### src/nbp_pkg.sv
`timescale 1ns / 1ps
`default_nettype none
// ----------------------------------------------------------------------------
// nbp_pkg
// Types and constants shared by the nine-bit word byte packer modules.
// ----------------------------------------------------------------------------
package nbp_pkg;

    localparam logic       FUNC_PUSH   = 1'b0;
    localparam logic       FUNC_FLUSH  = 1'b1;
    localparam logic [2:0] LAST_POS    = 3'd7;
    localparam int         QUEUE_DEPTH = 2;

    typedef struct packed {
        logic       func;
        logic       ctl_bit;
        logic [7:0] data_byte;
    } t_in_item;

    typedef struct packed {
        logic [7:0] packed_byte;
        logic       group_end;
    } t_out_item;

    // Oldest queued request as seen by the packing engine
    typedef struct packed {
        logic     valid;
        t_in_item item;
    } t_head;

endpackage

`default_nettype wire

### src/nbp_front.sv
`timescale 1ns / 1ps
`default_nettype none
// ----------------------------------------------------------------------------
// nbp_front
// Request intake: a short queue that decouples the input side from the
// packing engine.
// ----------------------------------------------------------------------------
module nbp_front
    import nbp_pkg::*;
#(
    parameter int Q_DEPTH = QUEUE_DEPTH
) (
    input  wire logic     i_clk,
    input  wire logic     i_rst_n,
    input  wire logic     i_push,
    input  wire t_in_item i_data,
    output logic          o_full,
    output t_head         o_head,
    input  wire logic     i_head_pop
);

    localparam int PTR_W = (Q_DEPTH > 1) ? $clog2(Q_DEPTH) : 1;
    localparam int CNT_W = $clog2(Q_DEPTH + 1);

    t_in_item             r_mem [Q_DEPTH];
    logic [PTR_W-1:0]     r_wr_ptr, n_wr_ptr;
    logic [PTR_W-1:0]     r_rd_ptr, n_rd_ptr;
    logic [CNT_W-1:0]     r_count,  n_count;
    logic                 w_wr;
    logic                 w_rd;

    assign o_full        = (r_count == CNT_W'(Q_DEPTH));
    assign o_head.valid  = (r_count != '0);
    assign o_head.item   = r_mem[r_rd_ptr];

    assign w_wr = i_push && !o_full;
    assign w_rd = i_head_pop && o_head.valid;

    always_comb begin
        n_wr_ptr = r_wr_ptr;
        n_rd_ptr = r_rd_ptr;
        n_count  = r_count;
        if (w_wr) begin
            n_wr_ptr = (r_wr_ptr == PTR_W'(Q_DEPTH - 1)) ? '0 : r_wr_ptr + 1'b1;
        end
        if (w_rd) begin
            n_rd_ptr = (r_rd_ptr == PTR_W'(Q_DEPTH - 1)) ? '0 : r_rd_ptr + 1'b1;
        end
        if (w_wr && !w_rd) begin
            n_count = r_count + 1'b1;
        end else if (w_rd && !w_wr) begin
            n_count = r_count - 1'b1;
        end
    end

    always_ff @(posedge i_clk) begin
        if (!i_rst_n) begin
            r_wr_ptr <= '0;
            r_rd_ptr <= '0;
            r_count  <= '0;
        end else begin
            r_wr_ptr <= n_wr_ptr;
            r_rd_ptr <= n_rd_ptr;
            r_count  <= n_count;
        end
    end

    always_ff @(posedge i_clk) begin
        if (w_wr) begin
            r_mem[r_wr_ptr] <= i_data;
        end
    end

endmodule

`default_nettype wire

### src/nbp_back.sv
`timescale 1ns / 1ps
`default_nettype none
// ----------------------------------------------------------------------------
// nbp_back
// Packing engine: turns queued words and flushes into bytes, one byte per
// cycle while the output slot is free, into a registered output slot.
// ----------------------------------------------------------------------------
module nbp_back
    import nbp_pkg::*;
(
    input  wire logic  i_clk,
    input  wire logic  i_rst_n,
    input  wire t_head i_head,
    output logic       o_head_pop,
    input  wire logic  i_pop,
    output logic       o_empty,
    output t_out_item  o_data
);

    logic [2:0]  r_pos,       n_pos;
    logic [7:0]  r_prev,      n_prev;
    logic        r_tail,      n_tail;
    logic [7:0]  r_tail_data, n_tail_data;
    logic        r_out_valid, n_out_valid;
    t_out_item   r_out,       n_out;

    logic        w_slot_free;
    logic        w_load;
    logic [16:0] w_window;
    logic [7:0]  w_byte;
    logic        w_is_flush;

    assign w_slot_free = !r_out_valid || i_pop;
    assign w_is_flush  = (i_head.item.func == FUNC_FLUSH);

    // prev | ctl | data laid out MSB first; the byte at position p begins
    // with the last p bits of the previous word's data
    assign w_window = {r_prev, i_head.item.ctl_bit, i_head.item.data_byte}
                      >> ({1'b0, r_pos} + 4'd1);
    assign w_byte   = w_window[7:0];

    always_comb begin
        n_pos       = r_pos;
        n_prev      = r_prev;
        n_tail      = r_tail;
        n_tail_data = r_tail_data;
        n_out       = r_out;
        w_load      = 1'b0;
        o_head_pop  = 1'b0;
        if (r_tail) begin
            if (w_slot_free) begin
                w_load          = 1'b1;
                n_out.packed_byte = r_tail_data;
                n_out.group_end = 1'b1;
                n_tail          = 1'b0;
                n_pos           = '0;
                n_prev          = '0;
                // a flush that closed the group is done now
                o_head_pop      = i_head.valid && w_is_flush;
            end
        end else if (i_head.valid) begin
            if (w_is_flush && r_pos == '0) begin
                o_head_pop = 1'b1;
            end else if (w_slot_free) begin
                w_load            = 1'b1;
                n_out.packed_byte = w_byte;
                n_out.group_end   = 1'b0;
                o_head_pop        = !w_is_flush;
                if (r_pos == LAST_POS) begin
                    n_tail      = 1'b1;
                    n_tail_data = i_head.item.data_byte;
                end else begin
                    n_pos  = r_pos + 1'b1;
                    n_prev = i_head.item.data_byte;
                end
            end
        end
        n_out_valid = w_load || (r_out_valid && !i_pop);
    end

    always_ff @(posedge i_clk) begin
        if (!i_rst_n) begin
            r_pos       <= '0;
            r_prev      <= '0;
            r_tail      <= 1'b0;
            r_out_valid <= 1'b0;
        end else begin
            r_pos       <= n_pos;
            r_prev      <= n_prev;
            r_tail      <= n_tail;
            r_out_valid <= n_out_valid;
        end
    end

    always_ff @(posedge i_clk) begin
        r_tail_data <= n_tail_data;
        r_out       <= n_out;
    end

    assign o_empty = !r_out_valid;
    assign o_data  = r_out;

endmodule

`default_nettype wire

### src/nine_bit_word_byte_packer_core.sv
`timescale 1ns / 1ps
`default_nettype none
// ----------------------------------------------------------------------------
// nine_bit_word_byte_packer_core
// Packs 9-bit words (control bit + data byte, MSB first) into a byte stream.
//
// Input side is a queue: a request (push word or flush group) is taken when
// push is high and full is low. Output side is a queue too: the oldest byte
// sits on o_data while empty is low and is taken when pop is high.
// A pushed word yields one byte; the eighth word of a group yields two, the
// second flagged group_end. A flush pads the open group with copies of its
// word and yields nothing when no group is open.
// A byte reaches o_data through the request queue and the output register.
// A flush yields one byte per padding word plus the closing byte. The
// engine emits one byte per cycle while the output slot is free or popped;
// the single output register sets that limit, and a Q_DEPTH-entry request
// queue lets requests arrive while the engine works. While pop is low the
// byte holds and the engine stalls; once the queue fills, full rises.
// Reset empties both queues and starts a fresh group.
// ----------------------------------------------------------------------------
module nine_bit_word_byte_packer_core
    import nbp_pkg::*;
#(
    parameter int Q_DEPTH = QUEUE_DEPTH
) (
    input  wire logic     i_clk,
    input  wire logic     i_rst_n,
    input  wire logic     push,
    input  wire t_in_item i_data,
    output logic          full,
    output logic          empty,
    input  wire logic     pop,
    output t_out_item     o_data
);

    t_head w_head;
    logic  w_head_pop;

    nbp_front #(
        .Q_DEPTH (Q_DEPTH)
    ) u_front (
        .i_clk      (i_clk),
        .i_rst_n    (i_rst_n),
        .i_push     (push),
        .i_data     (i_data),
        .o_full     (full),
        .o_head     (w_head),
        .i_head_pop (w_head_pop)
    );

    nbp_back u_back (
        .i_clk      (i_clk),
        .i_rst_n    (i_rst_n),
        .i_head     (w_head),
        .o_head_pop (w_head_pop),
        .i_pop      (pop),
        .o_empty    (empty),
        .o_data     (o_data)
    );

    // a byte that closes a group is never directly followed by another one
    a_no_double_end: assert property (@(posedge i_clk) disable iff (!i_rst_n)
        (pop && !empty && o_data.group_end) |=> (empty || !o_data.group_end))
        else $error("two group_end bytes in a row");

    // the cycle after a request is taken, the engine sees a valid head request
    a_req_queued: assert property (@(posedge i_clk) disable iff (!i_rst_n)
        (push && !full) |=> w_head.valid)
        else $error("accepted request missing from queue");

    // a full queue always presents a head request
    a_full_has_head: assert property (@(posedge i_clk) disable iff (!i_rst_n)
        full |-> w_head.valid)
        else $error("queue full without a head request");

endmodule

`default_nettype wire
### config.mk
export PLATFORM = sky130hd
export DESIGN_NAME = nine_bit_word_byte_packer_core
export DESIGN_NICKNAME = d
export VERILOG_FILES = /design/src/nbp_pkg.sv /design/src/nbp_front.sv /design/src/nbp_back.sv /design/src/nine_bit_word_byte_packer_core.sv
export SDC_FILE = /design/constraint.sdc
export NUM_CORES = 1
export LEC_CHECK = 0
export BUFFER_PORTS_ARGS = -buffer_cell sky130_fd_sc_hd__buf_2
export CAP_MARGIN = 20
export CELL_PAD_IN_SITES_DETAIL_PLACEMENT = 1
export CELL_PAD_IN_SITES_GLOBAL_PLACEMENT = 1
export CORE_AREA = 2 2 79 81
export CTS_BUF_LIST = sky130_fd_sc_hd__clkbuf_4 sky130_fd_sc_hd__clkbuf_8
export DETAILED_ROUTE_END_ITERATION = 12
export DIE_AREA = 0 0 81 83
export PLACE_DENSITY = 0.79
export SYNTH_ARGS = -nofsm -noshare
export SYNTH_HDL_FRONTEND = slang
export SYNTH_HIERARCHICAL = 1
export SYNTH_SLANG_ARGS = --single-unit
### constraint.sdc
create_clock -name i_clk -period 2.7 [get_ports i_clk]
set_clock_uncertainty 0.2 [all_clocks]
set_input_delay 0.54 -clock i_clk [delete_from_list [all_inputs] [get_ports i_clk]]
set_output_delay 0.54 -clock i_clk [all_outputs]
set_load 0.05 [all_outputs]
==> results.toml, run 1 <==
[power_and_ir_drop]
fin_total_pwr_w = 0.003008
peakVddDrop_uv = 461.8
total_leakage_power_nw = 1.031
power_density_nw_per_um2 = 1061

[sta]
tightest_slew_ns = 0.4609
finalSetupTns_ns = 0
max_freq_mhz = 403.6
relSlewSlack = 0.6927
hold_slack_ns = 0.2172
finalCritPeriodShare = 0.9178
setup_viol = 0
rsz0062_at_grt = "no"
hold_viol = 0
fin_ws_ns = 0.2220
final_max_slew_viol_count = 0
fin_crit_ns = 2.478

[global_routing]
grt_pass1_vias = 1887
grt_pass1_wl_um = 9087
antenna_found_initial = 0
grt_overflow_total = 0
grt_usage = 0.1780
grt_max_degree = 24

[drt]
drc = 0
wl_um = 5413
routedWlPerCell_um = 16.92
vias = 1762
drt-initial-drc-count = 107
dr.pass1.iters = 6
vias_per_cell = 5.506
drtAntennaViolNets = 0

[floorplanning]
die-area_um2 = 6723
rows = 28
ioPinCount = 25
initial_core_util = 0.4348
die_w_um = 81
die_h_um = 83
fp.coreArea_um2 = 5816

[clock_network]
root_buffer = "clkbuf_8"
clock_latency_ns = 0.31
tritoncts = "yes"
cts_resized = 0
clk_pin_slew_ns = 0.10
cts_buffer_depth = 2
clock-sinks = 54
h-tree-depth = 2
numCtsBuffers = 5
hold_buffers = 0
post_cts_buffers = 0

[layout]
diodes = 0
layout_common_cells = "edfxtp_1, nand2_1, buf_2"
utilization = 0.4877
drive_gt1_frac = 0.2898
nets = 262
syn2layout_area_growth_pct = 12.17
layout_commonest_cell = "edfxtp_1"

[synth]
synth_nets = 232
ys.flop_type = "edfxtp_1"
ys.warnings.count = 6
syn_inst = 214
synth_area_per_cell_um2 = 11.82
syn-cell-area_um2 = 2529
yosysSeqAreaShare = 0.5740
ys_types = 38
async_flop_share = 0
synth_edf_count = 37
synth-seq-cells = 54

[worst_hold_path]
holdPathStages = 1
holdPathEnd = "u_front/r_mem[1][2]$_DFFE_PP_"
holdCritPathClass = "in -> reg"
hold_start = "i_data[2]"

[placed_design]
dp_worst_setup_slack_ns = 0.2380
portBuffers = 24
dp_hpwl_um = 3897
routabilityCongestion = 0.8424

[worst_setup_path]
crit_path_start_kind = "flop"
endpoint_kind = "flop"
critPathMaxFanout = 5
regToRegSetupSlack_ns = 0.22
crit_required_ns = 2.75
arrival_ns = 2.52
r2r_end = "u_front/r_count[1]$_SDFFE_PN0P_"
crit_type = "reg -> reg"
reg2regPathDepth = 9

[outcome]
outcome = "finished, final reports clean"

[job]
drv_cap = 0
## layer usage
layer / global-route usage / vias up / wire (um)
met4: 0.06163 / 0 / 113
met2: 0.2975 / 42 / 2678
met5: 0 / - / 0
met3: 0.04239 / 12 / 183
met1: 0.2226 / 866 / 2439
li1: - / 842 / -
## synthesized netlist by cell type (3+ instances only)
| library cell | instances | area, um^2 |
|---|---|---|
| nand2_1 | 29 | 108.9 |
| nand2b_1 | 3 | 18.77 |
| or2_2 | 3 | 18.77 |
| mux2i_1 | 3 | 30.03 |
| o22ai_1 | 17 | 106.4 |
| dfxtp_1 | 17 | 340.3 |
| a21oi_1 | 3 | 15.01 |
| ha_1 | 4 | 50.05 |
| nor2_1 | 15 | 56.30 |
| xor2_1 | 3 | 26.28 |
| clkbuf_1 | 5 | 18.77 |
| inv_1 | 6 | 22.52 |
| mux2_2 | 23 | 259.0 |
| and2_1 | 3 | 18.77 |
| o31ai_1 | 4 | 30.03 |
| a21boi_0 | 4 | 30.03 |
| o21a_1 | 3 | 22.52 |
| edfxtp_1 | 37 | 1111 |
| o21ai_0 | 5 | 25.02 |
## metrics by stage
step	area, um^2	std cells
after floorplan	2529	214
after detailed placement	2751	312
after CTS	2836	320
after global placement	2751	312
after global routing	2836	320
final	2836	320
## how the worst max path moves through the flow
stage                                       to  startpoint  cells past startpoint
2_1_floorplan  u_back/r_tail_data[0]$_DFFE_PP_        flop                      5
3_3_place_gp   u_front/r_count[1]$_SDFFE_PN0P_         pop                      9
3_5_place_dp   u_front/r_count[1]$_SDFFE_PN0P_         pop                      9
4_1_cts        u_front/r_count[1]$_SDFFE_PN0P_        flop                      9
5_1_grt        u_front/r_count[1]$_SDFFE_PN0P_        flop                      9
6_report       u_front/r_count[1]$_SDFFE_PN0P_        flop                      9
## state kept, by name, summed over array words and instances, names as in the netlist, named ones only
signal,flops
u_front/r_mem,20
u_back/o_data,9
u_back/r_tail_data,8
u_back/r_prev,7
u_back/r_pos,3
u_front/r_count,2
u_back/r_out_valid,1
u_back/r_tail,1
u_front/r_rd_ptr,1
u_front/r_wr_ptr,1
## layout make-up
cell class,count,area [um^2]
repair buffers,33,187.7
inverters,7,26.28
multi-input cells,143,992.2
clock buffers,5,68.82
well taps,75,93.84
clock inverters,3,16.27
fillers,668,2979
flip-flops and latches,54,1451
## power by group
part           total [W]  internal [W]  switching, W
clock           0.000440      0.000178      0.000262
sequential       0.00120       0.00112     0.0000786
combinational    0.00137      0.000498      0.000868
## critical path: stages (launching register included)
cell and delay [ns]:
dfxtp_1 0.35, mux2_2 0.36, nand3b_1 0.17, o21a_1 0.15
o22ai_1 0.06, and2_1 0.16, o21ai_0 0.13, ha_1 0.32
or3_1 0.37, a21oi_1 0.14
## kinds of logic (layout without fill, tap and decap cells)
group           Yosys count  in the layout  synth area share
simple gates             67             67            0.1272
flops                    54             54            0.5740
xor+xnor                  3              3           0.01039
mux                      29             29            0.1306
fa+ha+maj                 4              4           0.01979
compound gates           40             40            0.1044
buf+inv                  17             48           0.03365
No activity file was read; power rests on OpenSTA's default activity.
==> run 2, diff against run 1 <==
Settings changed: MAX_ROUTING_LAYER set to met4.
==> results.toml, run 2 (synthesis results as in run 1) <==
[outcome]
outcome = "finished, final reports clean"

[layout]
diodes = 0
regMostFlops = "u_front/r_mem"
layout_common_cells = "edfxtp_1, nand2_1, buf_2"
final-seq-area_um2 = 1451
final_cell_area_um2 = 2836
layout_commonest_cell = "edfxtp_1"
syn2layout_area_growth_pct = 12.17
nets = 262
largest_register_ffs = 20
utilization = 0.4877
drive_gt1_frac = 0.2898
fillers = 668
multi_input_area_um2 = 992.2

[power_and_ir_drop]
peakVddDrop_uv = 460.9
power_density_nw_per_um2 = 1061
total_leakage_power_nw = 1.031

[sta]
finalSetupTns_ns = 0
final_max_slew_viol_count = 0
fin_crit_ns = 2.478
setup_viol = 0
fin_ws_ns = 0.2217
hold_slack_ns = 0.2169
hold_viol = 0
rsz0062_at_grt = "no"
relSlewSlack = 0.6924
finalCritPeriodShare = 0.9179
tightest_slew_ns = 0.4614
max_freq_mhz = 403.5

[floorplanning]
fp.coreArea_um2 = 5816
die_w_um = 81
initial_core_util = 0.4348
die_h_um = 83
die-area_um2 = 6723
ioPinCount = 25
rows = 28

[drt]
drc = 0
dr.pass1.iters = 4
wl_um = 5401
vias_per_cell = 5.466
drtAntennaViolNets = 0
routedWlPerCell_um = 16.88
drt-initial-drc-count = 91
vias = 1749

[worst_setup_path]
crit_type = "reg -> reg"
crit_path_start_kind = "flop"
endpoint_kind = "flop"
arrival_ns = 2.53
critPathMaxFanout = 5
crit_required_ns = 2.75

[global_routing]
grt_usage = 0.1830
grt_max_degree = 24
grt_overflow_total = 0
grt_pass1_vias = 1888
antenna_found_initial = 0
grt_pass1_wl_um = 9087

[placed_design]
routabilityCongestion = 0.8555
portBuffers = 24
dp_worst_setup_slack_ns = 0.2380
post_dp_cell_area_um2 = 2751
dp_hpwl_um = 3897

[worst_hold_path]
holdCritPathClass = "in -> reg"

[clock_network]
h-tree-depth = 2
root_buffer = "clkbuf_8"
clock-sinks = 54
tritoncts = "yes"
post_cts_buffers = 0
cts_resized = 0
cts_buffer_depth = 2
clk_pin_slew_ns = 0.10
hold_buffers = 0
clock_latency_ns = 0.31
numCtsBuffers = 5

[job]
drv_cap = 0
==> run 2: cell counts in the layout (fill, tap and decap cells not counted) <==
Identical to the previous run, type by type.
==> run 2: metrics by stage <==
step / instances / power [W]
final: 320 / 0.003008
after global routing: 320 / 0.003203
after CTS: 320 / 0.003034
after detailed placement: 312 / 0.002575
after global placement: 312 / 0.002520
after floorplan: 214 / 0.002249
==> run 2: final timing paths <==
| check | start | end | slack (ns) | cells after the start |
|---|---|---|---|---|
| worst max-delay path | flop | u_front/r_count[1]$_SDFFE_PN0P_ | 0.22 | 9 |
| worst min-delay path | i_data[2] | u_front/r_mem[1][2]$_DFFE_PP_ | 0.22 | 1 |
| worst max register to register | flop | u_front/r_count[1]$_SDFFE_PN0P_ | 0.22 | 9 |
| worst min register to register | u_back/r_prev[6]$_SDFFE_PN0P_ | u_back/r_prev[6]$_SDFFE_PN0P_ | 0.29 | 2 |
==> run 2: where the power goes <==
part	leakage [nW]	switching, W	internal (W)	total, W
sequential	0.481	0.0000788	0.00112	0.00120
clock	0.0416	0.000263	0.000178	0.000441
combinational	0.508	0.000867	0.000498	0.00137
==> run 2: final cells by class <==
| type | instances | area share |
|---|---|---|
| Clock inverter | 3 | 0.005734 |
| Clock buffer | 5 | 0.02426 |
| Inverter | 7 | 0.009263 |
| Multi-Input combinational cell | 143 | 0.3498 |
| Tap cell | 75 | 0.03308 |
| Sequential cell | 54 | 0.5117 |
| Timing Repair Buffer | 33 | 0.06617 |
==> run 2: worst max-delay path, cell delays in order, from the launching register on <==
cell and delay [ns]:
dfxtp_1 0.35, mux2_2 0.36, nand3b_1 0.17, o21a_1 0.15, o22ai_1 0.06, and2_1 0.16, o21ai_0 0.13, ha_1 0.32
or3_1 0.37, a21oi_1 0.14
==> run 2: per-layer routing <==
layer / wire length [um] / global-route usage
met5: 0 / -
met4: 94 / 0.06163
met3: 191 / 0.04239
met2: 2690 / 0.2953
met1: 2425 / 0.2248
==> run 3, diff against run 2 <==
Settings changed: SYNTH_HIERARCHICAL 1 to unset.
==> results.toml, run 3 <==
[layout]
syn2layout_area_growth_pct = 12.59
fillers = 635
final_cell_count_no_fill = 306
layout_common_cells = "edfxtp_1, buf_2, nand3_1"
largest_register_ffs = 20
regMostFlops = "u_front.r_mem"
diodes = 0
layout_commonest_cell = "edfxtp_1"
drive_gt1_frac = 0.2900
nets = 248

[synth]
synth_fa_ha_area_frac = 0.01945
synthSimpleGateAreaFrac = 0.1065
syn_inst = 199
yosysTopAreaCell = "edfxtp_1"
synth-seq-cells = 54
yosys-top-cells-count = "edfxtp_1, nand3_1, dfxtp_1, a21boi_1, mux2_2"
synth_area_per_cell_um2 = 12.93
synth_nets = 217
synth.most_common_cell = "edfxtp_1"
yosysTopAreaCellShare = 0.4317
synthXorXnorAreaFrac = 0.01021
ys.warnings.count = 0
synthMuxAreaShare = 0.1760
synth_top_family_by_area = "multiplexers"
ys_types = 40
synth_edf_count = 37
synth_area_leaders = "edfxtp_1, dfxtp_1, mux4_2, mux2_2, nand3_1"
syn-cell-area_um2 = 2574
async_flop_share = 0
ys.flop_type = "edfxtp_1"
yosysSeqAreaShare = 0.5639
synth-compound-area-share = 0.09140

[clock_network]
clock-sinks = 54
hold_buffers = 0
cts_resized = 0
post_cts_buffers = 0
clk_pin_slew_ns = 0.10
cts_buffer_depth = 2
tritoncts = "yes"
h-tree-depth = 2
clock_latency_ns = 0.31
root_buffer = "clkbuf_8"
numCtsBuffers = 5

[sta]
final_max_slew_viol_count = 0
fin_crit_ns = 2.494
setup_viol = 0
max_freq_mhz = 401.0
tightest_slew_ns = 0.7026
hold_slack_ns = 0.2060
finalCritPeriodShare = 0.9235
hold_viol = 0
finalSetupTns_ns = 0
relSlewSlack = 0.5299
rsz0062_at_grt = "no"

[global_routing]
grtUsageMet3 = 0.03478
grt_usage = 0.1851
grt_pass1_vias = 1790
grt_overflow_total = 0
grt_max_degree = 18
grt.met2_usage = 0.3020
antenna_found_initial = 0
grt_use_met1 = 0.2312
grt_pass1_wl_um = 9156
top_usage_layer = "met2"

[worst_setup_path]
r2r_end = "u_front.r_count[1]$_SDFFE_PN0P_"
crit_path_start_kind = "flop"
path_buf_inv = 1
critPathMostFrequentCell = "ha_1"
reg2regPathDepth = 8
endpoint_kind = "flop"
arrival_ns = 2.54
r2r_start = "u_back.r_pos[0]$_SDFFE_PN0P_"
critPathMaxStageDelay_ns = 0.38
regToRegSetupSlack_ns = 0.21
worstPathCellList = "inv_2, ha_1, nor2b_1, nand3_1, a31o_2, ha_1, or3_1, a21boi_1"
crit_slowest_cell = "or3_1"
critPathTopFamily = "simple AND/OR/NAND/NOR gates"
critPathMaxFanout = 8
crit_type = "reg -> reg"
crit_required_ns = 2.75

[floorplanning]
initial_core_util = 0.4426
rows = 28
ioPinCount = 25
fp.coreArea_um2 = 5816
die-area_um2 = 6723
die_h_um = 83
die_w_um = 81

[drt]
routedWlPerCell_um = 17.80
drt-initial-drc-count = 113
vias = 1680
drc = 0
vias_per_cell = 5.490
dr.pass1.iters = 4
drtAntennaViolNets = 0
wl_um = 5447

[worst_hold_path]
holdPathEnd = "u_front.r_mem[1][0]$_DFFE_PP_"
holdCritPathClass = "in -> reg"
hold_start = "i_data[0]"
holdPathStages = 1

[power_and_ir_drop]
power_density_nw_per_um2 = 1031
fin_total_pwr_w = 0.002988
peakVddDrop_uv = 399.9
total_leakage_power_nw = 1.071

[outcome]
outcome = "finished, final reports clean"

[job]
drv_cap = 0

[placed_design]
portBuffers = 24
placedCellCount = 298
routabilityCongestion = 0.8728
dp_hpwl_um = 3991
-- run 3: cell count changes in the layout (fill, tap and decap cells not counted), moves of 8 or more --
cell	before	now
mux4_2	0	9
mux2_2	23	10
nand3_1	2	22
a21boi_1	0	11
nor2_1	15	7
nand2_1	29	9
o22ai_1	17	0
-- run 3: area by class of cell --
class	count	area [um^2]	share of cell area
Timing Repair Buffer	33	187.7	0.06477
Multi-Input combinational cell	125	1039	0.3584
Tap cell	75	93.84	0.03238
Clock inverter	3	16.27	0.005613
Clock buffer	5	68.82	0.02375
Sequential cell	54	1451	0.5009
Inverter	11	41.29	0.01425
-- run 3: metal layers --
layer | wire length [um] | up-vias
met4 | 91 | 0
met1 | 2409 | 829
met3 | 191 | 10
met2 | 2754 | 33
met5 | 0 | -
li1 | - | 808
-- run 3: how the worst max path moves through the flow --
stage,start,to,slack (ns),depth (start not counted)
finish,u_back.r_pos[0]$_SDFFE_PN0P_,u_front.r_count[1]$_SDFFE_PN0P_,0.21,8
global route,u_back.r_pos[0]$_SDFFE_PN0P_,u_front.r_count[1]$_SDFFE_PN0P_,0.02,8
CTS,flop,u_front.r_count[1]$_SDFFE_PN0P_,0.19,6
detailed placement,flop,u_front.r_count[1]$_SDFFE_PN0P_,0.22,6
global placement,flop,u_back.o_data[4]$_DFFE_PP_,0.25,5
floorplan,flop,u_front.r_count[1]$_SDFFE_PN0P_,0.09,7
-- run 3: stage by stage --
| step | worst slack (ns) | utilization | area (um^2) |
|---|---|---|---|
| detailed placement | 0.2203 | 0.4836 | 2813 |
| floorplan | 0.08727 | - | 2574 |
| global route | 0.02287 | 0.4983 | 2898 |
| finish | 0.2064 | 0.4983 | 2898 |
| global placement | 0.2501 | 0.4836 | 2813 |
| CTS | 0.1932 | 0.4983 | 2898 |
-- run 3: cells by family (layout without fill, tap and decap cells) --
kind of cell	count (synthesis)	count (layout)
XOR/XNOR	3	3
adder cells (fa/ha/maj)	4	4
AND/OR/NAND/NOR	55	55
AO/OA/AOI/OAI	32	32
multiplexers	31	31
buffers and inverters	20	52
flip-flops	54	54
-- run 3: power by group --
part	switching [W]	internal [W]	leakage, nW
clock	0.000272	0.000178	0.0377
combinational	0.000798	0.000521	0.551
sequential	0.0000930	0.00113	0.482
total	0.00116	0.00183	1.07
